**config.mk**
```make
export PLATFORM = sky130hd
export DESIGN_NAME = bounded_sorted_priority_queue
export DESIGN_NICKNAME = d
export VERILOG_FILES = /design/src/rtl/core/bsq_pkg.sv /design/src/rtl/core/bsq_cell.sv /design/src/rtl/core/bounded_sorted_priority_queue.sv
export SDC_FILE = /design/constraint.sdc
export NUM_CORES = 2
export LEC_CHECK = 0
export ABC_AREA = 1
export BUFFER_PORTS_ARGS = -buffer_cell sky130_fd_sc_hd__buf_2
export CORE_ASPECT_RATIO = 0.7
export CORE_MARGIN = 3
export CORE_UTILIZATION = 55
export DETAILED_ROUTE_END_ITERATION = 10
export HOLD_SLACK_MARGIN = 0.1
export PLACE_DENSITY = 0.71
export SYNTH_ARGS = -nofsm -noshare
export SYNTH_HDL_FRONTEND = slang
export SYNTH_SLANG_ARGS = --single-unit
```
**constraint.sdc**
```tcl
create_clock -name clk -period 9.4 [get_ports clk]
set_clock_uncertainty 0.15 [all_clocks]
set_input_delay 2.82 -clock clk [delete_from_list [all_inputs] [get_ports clk]]
set_output_delay 2.82 -clock clk [all_outputs]
set_load 0.01 [all_outputs]
```
**src/rtl/core/bsq_pkg.sv**
```systemverilog
`timescale 1ns / 1ps

package bsq_pkg;

	localparam int DEPTH         = 16;
	localparam int DATA_BYTES    = 8;
	localparam int PRIORITY_BITS = 32;

	localparam int DATA_W = 8 * DATA_BYTES;
	localparam int PRIO_W = PRIORITY_BITS;
	localparam int CNT_W  = 5;

	localparam logic [CNT_W-1:0] CAP_RESET = CNT_W'(16);
	localparam logic [CNT_W-1:0] CAP_MAX   = (DEPTH > 31) ? CNT_W'(31) : CNT_W'(DEPTH);

	localparam logic [1:0] OP_PUSH = 2'd0;
	localparam logic [1:0] OP_POP  = 2'd1;
	localparam logic [1:0] OP_PEEK = 2'd2;

	localparam logic [1:0] ST_OK    = 2'd0;
	localparam logic [1:0] ST_FULL  = 2'd1;
	localparam logic [1:0] ST_EMPTY = 2'd2;

	typedef struct packed {
		logic [DATA_W-1:0] data;
		logic [PRIO_W-1:0] prio;
	} entry_t;

	typedef struct packed {
		logic   push;
		logic   pop;
		entry_t item;
	} ctl_t;

endpackage

```
**src/rtl/core/bsq_cell.sv**
```systemverilog
`timescale 1ns / 1ps

module bsq_cell (
	input  logic            clk,
	input  bsq_pkg::ctl_t   ctl,
	input  logic            occupied,
	input  logic            force_hold,
	input  logic            prev_hold,
	input  bsq_pkg::entry_t prev_entry,
	input  bsq_pkg::entry_t next_entry,
	output logic            hold,
	output bsq_pkg::entry_t entry
);
	import bsq_pkg::*;

	entry_t entry_q;
	entry_t entry_nxt;

	// A cell keeps its entry on a push when the new request sorts behind it.
	assign hold = force_hold || (occupied && (entry_q.prio < ctl.item.prio));

	always_comb begin
		entry_nxt = entry_q;
		priority if (ctl.push) begin
			if (hold) begin
				entry_nxt = entry_q;
			end else if (prev_hold) begin
				entry_nxt = ctl.item;
			end else begin
				entry_nxt = prev_entry;
			end
		end else if (ctl.pop) begin
			entry_nxt = next_entry;
		end else begin
			entry_nxt = entry_q;
		end
	end

	always_ff @(posedge clk) begin
		entry_q <= entry_nxt;
	end

	assign entry = entry_q;

endmodule

```
**src/rtl/core/bounded_sorted_priority_queue.sv**
```systemverilog
`timescale 1ns / 1ps
// Each result is registered; every cell of the row compares and shifts in parallel.
// Throughput: one request per cycle while the output is not stalled.
// A new request is taken while the output register is empty or its result is being taken.
// Reset clears the entry count, the output valid flag and sets the capacity limit to 16.
// Entry storage is not cleared; slots beyond the entry count are never reported.

module bounded_sorted_priority_queue (
	input  logic        clk,
	input  logic        arst_n,
	input  logic        cfg_wr_en,
	input  logic [4:0]  cfg_wr_data,
	input  logic        in_valid,
	output logic        in_ready,
	input  logic [1:0]  operation,
	input  logic [63:0] item_data,
	input  logic [31:0] item_priority,
	output logic        out_valid,
	input  logic        out_ready,
	output logic [1:0]  status,
	output logic [63:0] out_data,
	output logic [31:0] out_priority,
	output logic [4:0]  entry_total,
	output logic        is_empty
);
	import bsq_pkg::*;

	logic [CNT_W-1:0] cap_q;
	logic [CNT_W-1:0] count_q;
	logic [CNT_W-1:0] count_nxt;
	logic             out_valid_q;
	logic [1:0]       status_q;
	entry_t           head_q;
	logic [CNT_W-1:0] total_q;

	ctl_t             ctl;
	logic             fire;
	logic             full;
	logic             push_ok;
	logic             pop_ok;
	logic [1:0]       status_nxt;
	entry_t           head_nxt;
	entry_t           item;

	logic   [DEPTH-1:0] occupied;
	logic   [DEPTH-1:0] hold;
	entry_t             entry [DEPTH];

	assign item.data = item_data[DATA_W-1:0];
	assign item.prio = item_priority[PRIO_W-1:0];

	assign in_ready = !out_valid_q || out_ready;
	assign fire     = in_valid && in_ready;
	assign full     = (count_q >= cap_q) || (count_q >= CAP_MAX);
	assign push_ok  = (operation == OP_PUSH) && !full;
	assign pop_ok   = (operation == OP_POP) && (count_q != '0);

	assign ctl.push = fire && push_ok;
	assign ctl.pop  = fire && pop_ok;
	assign ctl.item = item;

	genvar gi;
	generate
		for (gi = 0; gi < DEPTH; gi++) begin : g_cell
			logic   force_hold;
			logic   prev_hold;
			entry_t prev_entry;
			entry_t next_entry;

			assign occupied[gi] = (gi < int'(count_q));

			if (gi == 0) begin : g_head
				// An equal priority at the head sends the new entry behind it.
				assign force_hold = occupied[0] && (entry[0].prio == item.prio);
				assign prev_hold  = 1'b1;
				assign prev_entry = item;
			end else begin : g_body
				assign force_hold = 1'b0;
				assign prev_hold  = hold[gi-1];
				assign prev_entry = entry[gi-1];
			end

			if (gi == DEPTH - 1) begin : g_tail
				assign next_entry = entry[gi];
			end else begin : g_mid
				assign next_entry = entry[gi+1];
			end

			bsq_cell u_cell (
				.clk        (clk),
				.ctl        (ctl),
				.occupied   (occupied[gi]),
				.force_hold (force_hold),
				.prev_hold  (prev_hold),
				.prev_entry (prev_entry),
				.next_entry (next_entry),
				.hold       (hold[gi]),
				.entry      (entry[gi])
			);
		end
	endgenerate

	always_comb begin
		count_nxt  = count_q;
		status_nxt = ST_OK;
		head_nxt   = '0;
		unique case (operation)
			OP_PUSH: begin
				if (full) begin
					status_nxt = ST_FULL;
					if (count_q != '0) begin
						head_nxt = entry[0];
					end
				end else begin
					count_nxt = count_q + CNT_W'(1);
					head_nxt  = hold[0] ? entry[0] : item;
				end
			end
			OP_POP: begin
				if (count_q == '0) begin
					status_nxt = ST_EMPTY;
				end else begin
					count_nxt = count_q - CNT_W'(1);
					head_nxt  = entry[0];
				end
			end
			default: begin
				if (count_q == '0) begin
					status_nxt = ST_EMPTY;
				end else begin
					head_nxt = entry[0];
				end
			end
		endcase
	end

	always_ff @(posedge clk or negedge arst_n) begin
		if (!arst_n) begin
			cap_q       <= CAP_RESET;
			count_q     <= '0;
			out_valid_q <= 1'b0;
		end else begin
			if (cfg_wr_en) begin
				cap_q <= cfg_wr_data;
			end
			if (fire) begin
				count_q     <= count_nxt;
				out_valid_q <= 1'b1;
			end else if (out_ready) begin
				out_valid_q <= 1'b0;
			end
		end
	end

	always_ff @(posedge clk) begin
		if (fire) begin
			status_q <= status_nxt;
			head_q   <= head_nxt;
			total_q  <= count_nxt;
		end
	end

	assign out_valid    = out_valid_q;
	assign status       = status_q;
	assign out_data     = 64'(head_q.data);
	assign out_priority = 32'(head_q.prio);
	assign entry_total  = total_q;
	assign is_empty     = (total_q == '0);

endmodule

```
# == Yosys cells after proc, flatten, opt, wreduce, memory -nomap -nowiden ==
# Cells that the tools add are included.
# word_totals
latch_bits,0
output_inout_bits,106
regBits,1650
mem_count,0
ramBits,0
rom_bits,0
in_bits,108
elab_cells,212
# op_classes
n_bitwise,1
magnitude_cmp,34
div,0
reduce_logical,48
shifts,0
mul,0
add_sub_neg,2
eq_ne,16
muxes,72
# op_table
op,count
$mux 96,64
$lt 32x32->1,16
$lt 4x5->1 const A,8
$eq 32x32->1,1
$reduce_and 2->1,15
$ne 2x2->1 const B,14
$logic_and 1x1->1,22
$lt 3x5->1 const A,4
$logic_not 5->1,2
$lt 1x5->1 const A,2
$lt 2x5->1 const A,2
$mux 5,2
$pmux 5 s2,1
$add 5x1->5 const B,1
$ge 5x5->1,1
$ge 5x5->1 const B,1
$reduce_bool 5->1,1
$sub 5x1->5 const B,1
$mux 2,2
$reduce_bool 2->1,2
$logic_or 1x1->1,3
$mux 1,3
$eq 2x1->1 const B,1
$logic_not 1->1,2
2 further kinds,2

# == Longest topological paths before layout ==
# logic_depth
word_depth,7
ltp_mapped,19
depth_no_buf,17

# == Cells and area by module ==
# From an unflattened synthesis, not the netlist that was laid out.
# unflattened
cells_unflattened,11499
area_unflattened_um2,97055.6
# by_module_without_submodules
mod,cells_per_inst,area_per_inst_um2,seq_area_each_um2,n_inst
bsq_cell (g_cell[0].u_cell ...),658,5624.1,2882.8,10
bsq_cell (g_cell[4].u_cell ...),662,5629.1,2882.8,6
bounded_sorted_priority_queue,947,7039.3,3369.5,1

# == Least setup slack after synthesis ==
# OpenSTA, ideal clock, no wires.
# synth_path
path_type,input to register
from,input out_ready
to,"register g_cell[0].u_cell.entry_q (netlist bit g_cell[0].u_cell.entry[0]), enable pin"
cell_stages,7
path_slack_ns,0.249
arrival_ns,8.098
t_required_ns,8.347
setup_time_ns,0.903
n_path_buf,1
path_cell_list,inv_1 -> nand2_1 -> nand2_1 -> clkinv_1 -> nand3_1 -> clkbuf_1 -> nand2_1
# synth_via
elab_chain_cells,4
word_cells_on_any_way,5
cone_classes,5 x reduce/logical
# synth_rtl
item,line,rtl
start: declaration,bounded_sorted_priority_queue.sv:19,"input logic out_ready,"
$logic_or 1x1->1 *,bounded_sorted_priority_queue.sv:52,assign in_ready = !out_valid_q || out_ready;
via in_ready,bounded_sorted_priority_queue.sv:14,"output logic in_ready,"
$logic_and 1x1->1 *,bounded_sorted_priority_queue.sv:53,assign fire = in_valid && in_ready;
via fire,bounded_sorted_priority_queue.sv:37,logic fire;
"$logic_and 1x1->1, on equally long branches","bounded_sorted_priority_queue.sv:59, bounded_sorted_priority_queue.sv:58",
$reduce_bool 2->1 (no source line) *,--,
end signal: assignment,bsq_cell.sv:40,entry_q <= entry_nxt;
end: declaration,bsq_cell.sv:16,entry_t entry_q;
# The timed path passes the listed nets; every way through them passes the cells marked *.
# A chain may end at the register's enable or synchronous reset.

# == Worst setup path in the final report ==
# layout_path
from,input item_priority[1]
to,"register g_cell[4].u_cell.entry_q (netlist bit g_cell[4].u_cell.entry[62]), enable pin"
# layout_via
elab_chain_cells,4
# layout_rtl
item,line,rtl
start: declaration,bounded_sorted_priority_queue.sv:17,"input logic [31:0] item_priority,"
$lt 32x32->1,bsq_cell.sv:20,assign hold = force_hold || (occupied && (entry_q.prio < ctl.item.prio));
$logic_and 1x1->1,bsq_cell.sv:20,
$ne 2x2->1 (no source line),--,
$reduce_and 2->1 (no source line),--,
end signal: assignment,bsq_cell.sv:40,
end: declaration,bsq_cell.sv:16,
# Every way passes these cells.

==> out/qor.yml <==
antenna_found_initial: 3
io_buffers: 213
io_pins: 214
clk_path_buf_depth: 4
synth_top_area_share_pct: 47.9
grt_pass1_wl_mm: 511
clkLatencyLatePin_ns: 0.86
gp_congestion: 0.922
dp_slack_ns: 1.42
area_growth_pct: 7.45
final_common_cell: "nand2_1"
core_sq_um: 185000
syn_inst: 13300
drtAntennaViolNets: 0
tns_ns: 0
ys_warn_count: 0
p_leak_uw: 0.0531
layout_common_cells: "nand2_1 (4938), nand3_1 (3123), edfxtp_1 (1639)"
hpwlAfterDp_mm: 202
crit_arrival_ns: 7.52
design_area_sq_um: 110000
die_area_sq_um: 192000
fmaxAchievable_mhz: 139
tightestPinTransition_ns: 1.22
min_from: "g_cell[7].u_cell.entry[89]"
start_util_pct: 55.5
end_kind: "flop"
cts_hold_buf: 0
cp-start-kind: "primary input"
synth_fp_nets: 13900
cts_root_buf: "clkbuf_16"
ys_types: 38
avgSynthCellArea_sq_um: 7.70
setup_viol: 0
vias_per_cell: 5.92
hold_violations: 0
power_density_nw_per_um2: 237
crit_start: "item_priority[1]"
cts_sinks: 1650
cts.clk_slew.worst_paths_ns: 0.06
syn_area_sq_um: 103000
hp-class: "flop to flop"
fin_ws_ns: 2.22
status: "completed"
critPathKind: "primary input to flop"
grt_max_degree: 229
ys_ff_latch: 1650
cts_resized: 0
yosysSeqAreaShare_pct: 48.2
required_ns: 9.74
period_share_pct: 76.4
cap_viol_max_count: 0
yosys.area.top_type: "edfxtp_1"
relSlewSlack_pct: 18.6
ys_top_cells_by_area: "edfxtp_1 (48%), nand2_1 (18%), nand3_1 (15%)"
cts_made_buffers: 180
r2r-start: "count_q[0]"
rsz0062_at_grt: "false"
grt-ovfl-total: 0
die_x_um: 523
die_height_um: 368
finalNetCount: 13600
ir_drop_v: 0.000230
drc: 0
htreeDepth: 4
drive_gt1_share_pct: 5.21
slew_viol_final: 0
post_cts_buffers: 0
min_period_ns: 7.18
dr.first_iter.drc_count: 13000
dr.pass1.iters: 8
dpl_cell_area_sq_um: 105000
routedWlPerCell_um: 21.1
core.rowCount: 132
crit_fanout: 50
cts_tree: "yes"
grt_pass1_vias: 87600
vias: 92400
num-fill-cells: 16500
routed_wl_mm: 330
track_usage_pct: 33.4
==> final timing paths <==
| kind | to | slack [ns] | depth (start not counted) |
|---|---|---|---|
| max | g_cell[4].u_cell.entry[62] | 2.22 | 16 |
| min reg2reg | g_cell[6].u_cell.entry[89] | 0.36 | 2 |
| max reg2reg | g_cell[11].u_cell.entry[83] | 4.10 | 15 |
| min | g_cell[6].u_cell.entry[89] | 0.36 | 2 |
| max in group asynchronous | cap_q[4] | 7.11 | 1 |
| min in group asynchronous | out_valid | 1.70 | 1 |
==> state kept, by name, indices dropped and copies added (netlist names) <==
name	flops
g_cell.u_cell.entry	1536
out_data	64
count_q	5
cap_q	5
entry_total	5
out_priority	32
out_valid	1
status	2
==> worst max-delay path, stage by stage <==
cell and delay, ns:
buf_2 0.08, clkinv_1 0.64, ha_1 0.60, o21ai_0 0.07
nand2_1 0.08, nand2_1 0.05, nand2_1 0.07, nand2_1 0.05
nand2_1 0.08, nand2_1 0.06, nand2_1 0.28, nand2_4 0.41
nand2_4 0.72, nand2_1 0.19, nand2_4 0.69, buf_4 0.51
==> power by group <==
part / internal, uW / leakage, uW / switching [uW]
clock network: 3760 / 0.00259 / 3040
registers: 9690 / 0.0152 / 602
logic: 2400 / 0.0353 / 6730
total: 15800 / 0.0531 / 10400
==> area by class of cell <==
type	instances	area, sq um	area share [%]
inverter	1564	5890	5.33
timing repair buffer	390	2720	2.46
sequential	1650	49500	44.8
antenna	2	5.00	0.00453
multi-input combinational	9209	43900	39.8
clock inverter	76	552	0.500
clock buffer	234	4750	4.30
tap	2479	3100	2.81
==> metrics by stage <==
| step | power [uW] | hold WS (ns) | std cells | util, % |
|---|---|---|---|---|
| 6_report | 26200 | 0.356 | 15600 | 59.6 |
| 5_1_grt | 27500 | 0.372 | 15600 | 59.6 |
| 4_1_cts | 26000 | 0.358 | 15600 | 59.6 |
| 3_5_place_dp | 19200 | 0.355 | 15300 | 56.7 |
| 3_3_place_gp | 19000 | 0.343 | 15300 | 56.7 |
| 2_1_floorplan | 16200 | 0.315 | 13300 | - |
==> cell usage after synthesis <==
library cell     n
nor4_1           7
nor2_1         110
nand3_2          1
ha_1           474
buf_4           12
clkbuf_1       536
xor2_1           2
o211ai_1         3
nor2_2           9
dfstp_2          1
o21ai_0        176
a211oi_1         4
o2111ai_1        1
nand3b_1         3
o211a_1          1
buf_2          310
nand4_1         35
edfxtp_1      1639
a21boi_0         1
nor2_4           2
nand3_1       3126
mux2_2           1
inv_1         1524
dfrtp_1         10
inv_2            8
nor3_1           8
a21oi_2          2
clkinv_1        32
a21oi_1        223
buf_6            2
nand2_1       4981
o21a_1          27
o21bai_1         1
a31oi_1          5
a21o_1           4
o21ai_1          1
nor3b_1          1
buf_1           65
==> cell families after synthesis <==
logic type	synth area share, %
AOI/OAI and AO/OA	2.31
xor gates and xnor gates	0.0170
adders and majority gates	5.77
buffers and inverters	9.52
DFF	48.2
muxes	0.0110
and+or+nand+nor	34.2
==> per-layer routing <==
metal  global-route usage [%]  wire (um)  vias to the layer above
met4                     11.1      11800                        2
li1                         -          -                    43000
met5                        0         11                        -
met3                     8.08      45200                      730
met1                     49.2     137000                    42700
met2                     48.3     136000                     5948
Power figures use the tool's default switching activity.
